[src/rtl/assert_macros.svh]
// Assertion helpers shared by the RTL.
`ifndef ASSERT_MACROS_SVH
`define ASSERT_MACROS_SVH

// Checked on every rising edge outside reset.
`define ASSERT_CLK(label, prop, msg) \
	label: assert property (@(posedge clk) disable iff (!arst_n) (prop)) else $error(msg);

// Checked on every rising edge, reset included.
`define ASSERT_ALWAYS(label, prop, msg) \
	label: assert property (@(posedge clk) (prop)) else $error(msg);

`endif

[src/rtl/ptrl_pkg.sv]
package ptrl_pkg;

	// record marks
	localparam logic [7:0] DATA_MARK = 8'h3C;
	localparam logic [7:0] EXEC_MARK = 8'h78;

	typedef struct packed {
		logic        write_valid;
		logic [15:0] write_address;
		logic [7:0]  write_data;
		logic        record_end;
		logic        checksum_error;
		logic        exec_valid;
		logic [15:0] exec_address;
		logic        finished;
	} res_t;

endpackage

[src/rtl/paper_tape_record_loader_top.sv]
// Paper tape record loader: one tape byte in, one result word out per byte.
// The result word for a byte is registered in the result register, or in the skid entry while the sink stalls.
// Throughput: one word per cycle while the skid entry is empty; the parse state advances in one step per byte.
// A two-entry output stage (result register plus skid) takes one more byte under a stalled sink, then stalls input.
// Reset (arst_n low, asynchronous): parser waits for the first leader byte, all counts,
// sums and addresses clear, and both output entries are emptied.
`include "assert_macros.svh"

module paper_tape_record_loader_top
	import ptrl_pkg::*;
(
	input  logic        clk,
	input  logic        arst_n,

	// tape byte channel
	input  logic        tape_valid,
	output logic        tape_stall,
	input  logic [7:0]  tape_byte,

	// result channel
	output logic        result_valid,
	input  logic        result_stall,
	output logic        write_valid,
	output logic [15:0] write_address,
	output logic [7:0]  write_data,
	output logic        record_end,
	output logic        checksum_error,
	output logic        exec_valid,
	output logic [15:0] exec_address,
	output logic        finished
);

	// Parse phases. Codes past DONE cannot arise and behave as SCAN.
	typedef enum logic [3:0] {
		PH_FIRST  = 4'd0,
		PH_LEADER = 4'd1,
		PH_SKIP   = 4'd2,
		PH_SCAN   = 4'd3,
		PH_LEN    = 4'd4,
		PH_ALO    = 4'd5,
		PH_AHI    = 4'd6,
		PH_DATA   = 4'd7,
		PH_CSUM   = 4'd8,
		PH_XLO    = 4'd9,
		PH_XHI    = 4'd10,
		PH_DONE   = 4'd11
	} phase_t;

	phase_t      phase_q, phase_n;
	logic [7:0]  leader_q, leader_n;
	logic [7:0]  remain_q, remain_n;
	logic [15:0] addr_q, addr_n;
	logic [7:0]  sum_q, sum_n;
	logic [7:0]  xlo_q, xlo_n;
	logic [7:0]  remain_dec;

	res_t res_n;
	res_t res_q;      // word on the outputs
	res_t skid_q;     // word parked while the sink stalls
	logic res_valid_q;
	logic skid_valid_q;

	logic in_fire;
	logic out_fire;

	// Input is refused only while the skid entry holds a word; registered, so
	// stall never depends on the sink combinationally.
	assign tape_stall = skid_valid_q;
	assign in_fire    = tape_valid && !skid_valid_q;
	assign out_fire   = res_valid_q && !result_stall;

	assign remain_dec = remain_q - 8'd1;

	// Next parse state and the result word for the byte on the input.
	always_comb begin
		phase_n  = phase_q;
		leader_n = leader_q;
		remain_n = remain_q;
		addr_n   = addr_q;
		sum_n    = sum_q;
		xlo_n    = xlo_q;
		res_n    = '0;
		unique case (phase_q)
			PH_FIRST: begin
				leader_n = tape_byte;
				phase_n  = (tape_byte == 8'd0) ? PH_SCAN : PH_LEADER;
			end
			PH_LEADER: begin
				// first byte unlike the leader ends it; then skip L loader bytes
				if (tape_byte != leader_q) begin
					remain_n = leader_q;
					phase_n  = (leader_q != 8'd0) ? PH_SKIP : PH_SCAN;
				end
			end
			PH_SKIP: begin
				remain_n = remain_dec;
				if (remain_dec == 8'd0) begin
					phase_n = PH_SCAN;
				end
			end
			PH_LEN: begin
				remain_n = tape_byte;
				phase_n  = PH_ALO;
			end
			PH_ALO: begin
				addr_n  = {8'd0, tape_byte};
				sum_n   = tape_byte;
				phase_n = PH_AHI;
			end
			PH_AHI: begin
				addr_n  = {tape_byte, addr_q[7:0]};
				sum_n   = sum_q + tape_byte;
				// empty record: next byte is already the checksum
				phase_n = (remain_q != 8'd0) ? PH_DATA : PH_CSUM;
			end
			PH_DATA: begin
				res_n.write_valid   = 1'b1;
				res_n.write_address = addr_q;
				res_n.write_data    = tape_byte;
				addr_n   = addr_q + 16'd1;      // wraps at the top of memory
				sum_n    = sum_q + tape_byte;
				remain_n = remain_dec;
				if (remain_dec == 8'd0) begin
					phase_n = PH_CSUM;
				end
			end
			PH_CSUM: begin
				// mismatch is flagged only; loading carries on
				res_n.record_end     = 1'b1;
				res_n.checksum_error = (sum_q != tape_byte);
				phase_n = PH_SCAN;
			end
			PH_XLO: begin
				xlo_n   = tape_byte;
				phase_n = PH_XHI;
			end
			PH_XHI: begin
				res_n.exec_valid   = 1'b1;
				res_n.exec_address = {tape_byte, xlo_q};
				res_n.finished     = 1'b1;
				phase_n = PH_DONE;
			end
			PH_DONE: begin
				res_n.finished = 1'b1;
			end
			default: begin
				// between records: look for a record mark
				if (tape_byte == DATA_MARK) begin
					phase_n = PH_LEN;
				end else if (tape_byte == EXEC_MARK) begin
					phase_n = PH_XLO;
				end else begin
					phase_n = PH_SCAN;
				end
			end
		endcase
	end

	// Parse state advances once per accepted byte.
	always_ff @(posedge clk or negedge arst_n) begin
		if (!arst_n) begin
			phase_q  <= PH_FIRST;
			leader_q <= '0;
			remain_q <= '0;
			addr_q   <= '0;
			sum_q    <= '0;
			xlo_q    <= '0;
		end else if (in_fire) begin
			phase_q  <= phase_n;
			leader_q <= leader_n;
			remain_q <= remain_n;
			addr_q   <= addr_n;
			sum_q    <= sum_n;
			xlo_q    <= xlo_n;
		end
	end

	// Output stage: result register with one skid entry behind it.
	always_ff @(posedge clk or negedge arst_n) begin
		if (!arst_n) begin
			res_valid_q  <= 1'b0;
			skid_valid_q <= 1'b0;
		end else if (skid_valid_q) begin
			if (out_fire) begin
				skid_valid_q <= 1'b0;
			end
		end else if (in_fire) begin
			if (res_valid_q && !out_fire) begin
				skid_valid_q <= 1'b1;
			end else begin
				res_valid_q <= 1'b1;
			end
		end else if (out_fire) begin
			res_valid_q <= 1'b0;
		end
	end

	always_ff @(posedge clk) begin
		if (skid_valid_q) begin
			if (out_fire) begin
				res_q <= skid_q;
			end
		end else if (in_fire) begin
			if (res_valid_q && !out_fire) begin
				skid_q <= res_n;
			end else begin
				res_q <= res_n;
			end
		end
	end

	assign result_valid   = res_valid_q;
	assign write_valid    = res_q.write_valid;
	assign write_address  = res_q.write_address;
	assign write_data     = res_q.write_data;
	assign record_end     = res_q.record_end;
	assign checksum_error = res_q.checksum_error;
	assign exec_valid     = res_q.exec_valid;
	assign exec_address   = res_q.exec_address;
	assign finished       = res_q.finished;

	// skid entry only fills behind a full result register
	`ASSERT_ALWAYS(a_skid_behind_res, !arst_n || !skid_valid_q || res_valid_q, "lone skid")
	// checksum error only ever rides with a record end
	`ASSERT_CLK(a_csum_with_end, (result_valid && checksum_error) |-> record_end, "stray error")
	// a word is either a memory write or the execute address, never both
	`ASSERT_CLK(a_write_xor_exec, result_valid |-> !(write_valid && exec_valid), "both set")
	// once the execute record is done the parser stays done
	`ASSERT_CLK(a_done_sticks, (phase_q == PH_DONE) |=> (phase_q == PH_DONE), "left done phase")

endmodule
[config.mk]
export PLATFORM = sky130hd
export DESIGN_NAME = paper_tape_record_loader_top
export DESIGN_NICKNAME = d
export VERILOG_FILES = /design/src/rtl/ptrl_pkg.sv /design/src/rtl/paper_tape_record_loader_top.sv
export VERILOG_INCLUDE_DIRS = /design/src /design/src/rtl
export SDC_FILE = /design/constraint.sdc
export NUM_CORES = 1
export LEC_CHECK = 0
export BUFFER_PORTS_ARGS = -buffer_cell sky130_fd_sc_hd__clkbuf_2
export CORE_MARGIN = 5
export CORE_UTILIZATION = 54
export DETAILED_ROUTE_END_ITERATION = 12
export PLACE_DENSITY_LB_ADDON = 0.05
export SLEW_MARGIN = 20
export SYNTH_ARGS = -nofsm -noshare
export SYNTH_HDL_FRONTEND = slang
export SYNTH_SLANG_ARGS = --single-unit
[constraint.sdc]
create_clock -name clk -period 3.6 [get_ports clk]
set_input_delay 0.72 -clock clk [delete_from_list [all_inputs] [get_ports clk]]
set_output_delay 0.72 -clock clk [all_outputs]
set_load 0.02 [all_outputs]
==> results list <==
* Final core occ: 0.640
- CTS saw approximately 140 sinks.
- The share of total power dissipated in combinational logic is 0.361.
- The number of hold violations in the final report came to 0.
* Sequential cell area fraction in the yosys report: 0.574
* Number of different library cells in the post-synthesis netlist: 59
- Hold_buf cts: 0
* Starting Density: 0.555
- Core area: 12700 um2
- Non-Filler Cell Area, Final: approximately 8000 um2
- Entering global routing, the biggest net connects 55 pins.
- Initial DRC count: roughly 340
- Period utilisation layout: 0.654
- Total of flip-flops plus latches after synthesis: between 100 and 150
- Total count of max-transition violations in the final report: 0
- Clock skew on the completed layout was measured at 0.00753 ns.
- Worst setup SP type: flop
* Root Buffer: sky130_fd_sc_hd__clkbuf_16
- Total negative slack for setup checks: 0 ns
* Overflow left after global routing: 0
* Worst Setup Slack post-DPL: 0.915 ns
* Number of placement rows: 41
* Clock slew at the register clock pins of the worst setup and hold paths: ~0.06 ns
- Most used standard cells in the synthesized netlist: sky130_fd_sc_hd__edfxtp_1 (90), sky130_fd_sc_hd__mux2_2 (56), sky130_fd_sc_hd__dfrtp_1 (54)
- TritonCTS built the clock tree.
* DR vias: 4894
- Of the post-synthesis cell area, the dominant cell type holds 0.383.
- Clock network fraction of design power: 0.256
- Switching part of the total power: 0.363
- Half-perimeter wire length after placement: 9390 um
- Post-CTS Setup Inserts: 0
- After synthesis, the mean cell area works out to between 10 and 15 um2.
* Yosys warning total: 0
* Slew at the pin with the worst max-slew slack: slightly below 0.9 ns
* Number of buffers on the longest clock path: 2
* Main synth FF type: sky130_fd_sc_hd__edfxtp_1
- I/O pins: 59
- Post-cts gate resize count: 0
- The repair_antennas step left the layout with diodes totalling 0.
* Ranking of synthesized cells by area: sky130_fd_sc_hd__edfxtp_1 (38%), sky130_fd_sc_hd__dfrtp_1 (19%), sky130_fd_sc_hd__mux2_2 (8.9%)
- Syn nets: roughly 630
* Worst hold path type: in2async
* Final nets: 682
* Worst-skew pair later-pin latency: between 0.4 and 0.5 ns
* Maximum operating frequency: 425 MHz
- Setup repair after global routing left no endpoint under its margin.
- Run status: completed
- In this run the tightest slew margin relative to its limit is 0.409.
- The number of global-route vias before repair was 4689.
* Final count of negative-setup-slack endpoints: 0
- Gate Count Post-Synth: 610
- The analysis attributes to cell leakage a power of between 3 and 4 nW.
- In this run, CTS created clock tree buffers numbering 17.
* Router iterations before antenna repair: 5
* Horizontal extent of the die: between 100 and 150 um
- Power density over the cells: roughly 930 nW/um2
- Of the cells placed in the final design, the portion with a size suffix greater than 1 is 0.249.
- Dividing the detail-routed via count by the number of cells gives 5.80.
* Internal Pwr Total: a little under 5 mW
- In the global route stage, overall resource usage came out at 0.198.
- Required time reported for the critical path endpoint: 3.88 ns
* Number of routed nets with antenna violations: 0
- Deepest level of the CTS H-tree: 4
- Max cap viols: 0
- Detailed-route wire length: 15000 um
* Wire length of the first global-routing pass: 24800 um
* Peak supply drop: 0.361 mV
* Routability-driven placement congestion ratio: approximately 0.82
* Share of synthesized registers carrying an async set or reset: 0.375
* Layout overhead on the synthesized area: 15.2%
- The analysis attributes to net switching a power of 2.74 mW.
* Total cell area at the placement stage: 7490 um2
- Final worst-path setup slack: 1.24 ns
* Portion of total power attributed to sequential cells: 0.384
* Number of antenna violations at the first check in global routing: 0
- The worst setup path is captured at a flop.
- Floorplan die area: approximately 15000 um2
* Number of enable flip-flop cells after synthesis: 90
* Overall power of the completed layout: 7.55 mW
* Final Critical Period: between 2 and 2.5 ns
- Synthesized cell area: a little over 7000 um2
* Post-DR wirelength/cell: about 18 um
- Signal arrival time at the worst endpoint: 2.64 ns
* Vertical die dimension: 124 um
- By startpoint and endpoint, the worst setup path is classified as reg2reg.
- Along the worst path, the maximum fanout reaches 19.
- Of all cell types, the one taking the most synthesized area is sky130_fd_sc_hd__edfxtp_1.
- The count of buffers added on input and output ports is 58.
- Most frequent cell after synthesis: sky130_fd_sc_hd__edfxtp_1
- Remaining routing DRC violations: 0
==> through the flow <==
stage | cells | hold slack [ns]
final | 844 | 0.438
after global routing | 844 | 0.503
after CTS | 844 | 0.463
after detailed placement | 812 | 0.467
after global placement | 812 | 0.461
after floorplan | 610 | 0.424
==> metal layers <==
layer | wire, um | GRT usage | vias up
li1 | - | - | 2330
met1 | 7170 | 0.274 | 2425
met2 | 6980 | 0.308 | 121
met3 | 686 | 0.0476 | 18
met4 | 199 | 0.0683 | 0
met5 | 0 | 0 | -
==> cell families (layout without fill, tap and decap cells) <==
kind of cell,after synthesis,in the layout,share of synthesized area
simple gates,198,198,0.144
flops,144,144,0.574
compound gates,128,128,0.113
mux,60,60,0.0950
buf+inv,51,113,0.0317
xor+xnor,18,18,0.0223
fa+ha+maj,11,11,0.0205
==> layout make-up <==
type | count | area, um2
clock buffers | 19 | 443
well taps | 172 | 215
clock inverters | 13 | 210
flip-flops and latches | 144 | 4060
repair buffers | 69 | 373
fillers | 1052 | 4580
multi-input cells | 415 | 2800
inverters | 12 | 45.0
==> power groups by stage <==
stage | combinational [mW] | sequential (mW) | clock (mW)
6_report | 2.72 | 2.90 | 1.93
3_5_place_dp | 2.72 | 2.92 | 0
4_1_cts | 2.76 | 2.89 | 1.95
2_1_floorplan | 1.83 | 3.10 | 0
5_1_grt | 3.01 | 2.96 | 2.03
3_3_place_gp | 2.67 | 2.90 | 0
==> sequential cells by signal, summed over array words and instances (netlist names) <==
register	cells
checksum_error	1
write_valid	1
exec_valid	1
tape_stall	1
write_address	16
result_valid	1
leader_q	8
finished	1
xlo_q	8
exec_address	16
addr_q	16
phase_q	4
sum_q	8
remain_q	8
write_data	8
record_end	1
skid_q	45
==> worst paths after layout <==
path	endpoint	depth (start not counted)	slack (ns)	startpoint
worst max-delay path	exec_address[13]	5	1.24	phase_q[2]
worst min-delay path	remain_q[2]	2	0.44	arst_n
worst max register to register	exec_address[13]	5	1.24	phase_q[2]
worst min register to register	xlo_q[1]	2	0.48	xlo_q[1]
max in group asynchronous	tape_stall	2	2.65	arst_n
min in group clk	xlo_q[1]	2	0.48	xlo_q[1]
==> critical path, stage by stage (launching register included) <==
cell                      delay, ns
sky130_fd_sc_hd__dfrtp_1       0.61
sky130_fd_sc_hd__and2b_1       0.34
sky130_fd_sc_hd__nand2_1       0.13
sky130_fd_sc_hd__nor2_1        0.69
sky130_fd_sc_hd__and2_1        0.26
sky130_fd_sc_hd__mux2_2        0.18
==> cell usage in the layout, fill, tap and decap left out, types with 4 or more instances in the layout <==
master / instances
sky130_fd_sc_hd__edfxtp_1: 90
sky130_fd_sc_hd__clkbuf_2: 58
sky130_fd_sc_hd__mux2_2: 56
sky130_fd_sc_hd__dfrtp_1: 53
sky130_fd_sc_hd__nand2_1: 42
sky130_fd_sc_hd__nor2_1: 40
sky130_fd_sc_hd__and2_1: 39
sky130_fd_sc_hd__o21ai_0: 36
sky130_fd_sc_hd__a21oi_1: 32
sky130_fd_sc_hd__nor3_1: 21
sky130_fd_sc_hd__clkbuf_16: 17
sky130_fd_sc_hd__xnor2_1: 15
sky130_fd_sc_hd__nand3_1: 13
sky130_fd_sc_hd__buf_4: 11
sky130_fd_sc_hd__inv_1: 10
sky130_fd_sc_hd__ha_1: 10
sky130_fd_sc_hd__nand2b_1: 8
sky130_fd_sc_hd__nor2b_1: 7
sky130_fd_sc_hd__and3_1: 6
sky130_fd_sc_hd__nor4_1: 5
sky130_fd_sc_hd__a31oi_1: 5
sky130_fd_sc_hd__a22oi_1: 5
sky130_fd_sc_hd__a21o_1: 5
sky130_fd_sc_hd__o21ai_1: 5
sky130_fd_sc_hd__o22ai_1: 5
sky130_fd_sc_hd__a22o_1: 5
sky130_fd_sc_hd__bufinv_16: 5
sky130_fd_sc_hd__nand4_1: 4
sky130_fd_sc_hd__mux2i_1: 4
sky130_fd_sc_hd__a221oi_1: 4
Power figures use the tool's default switching activity.
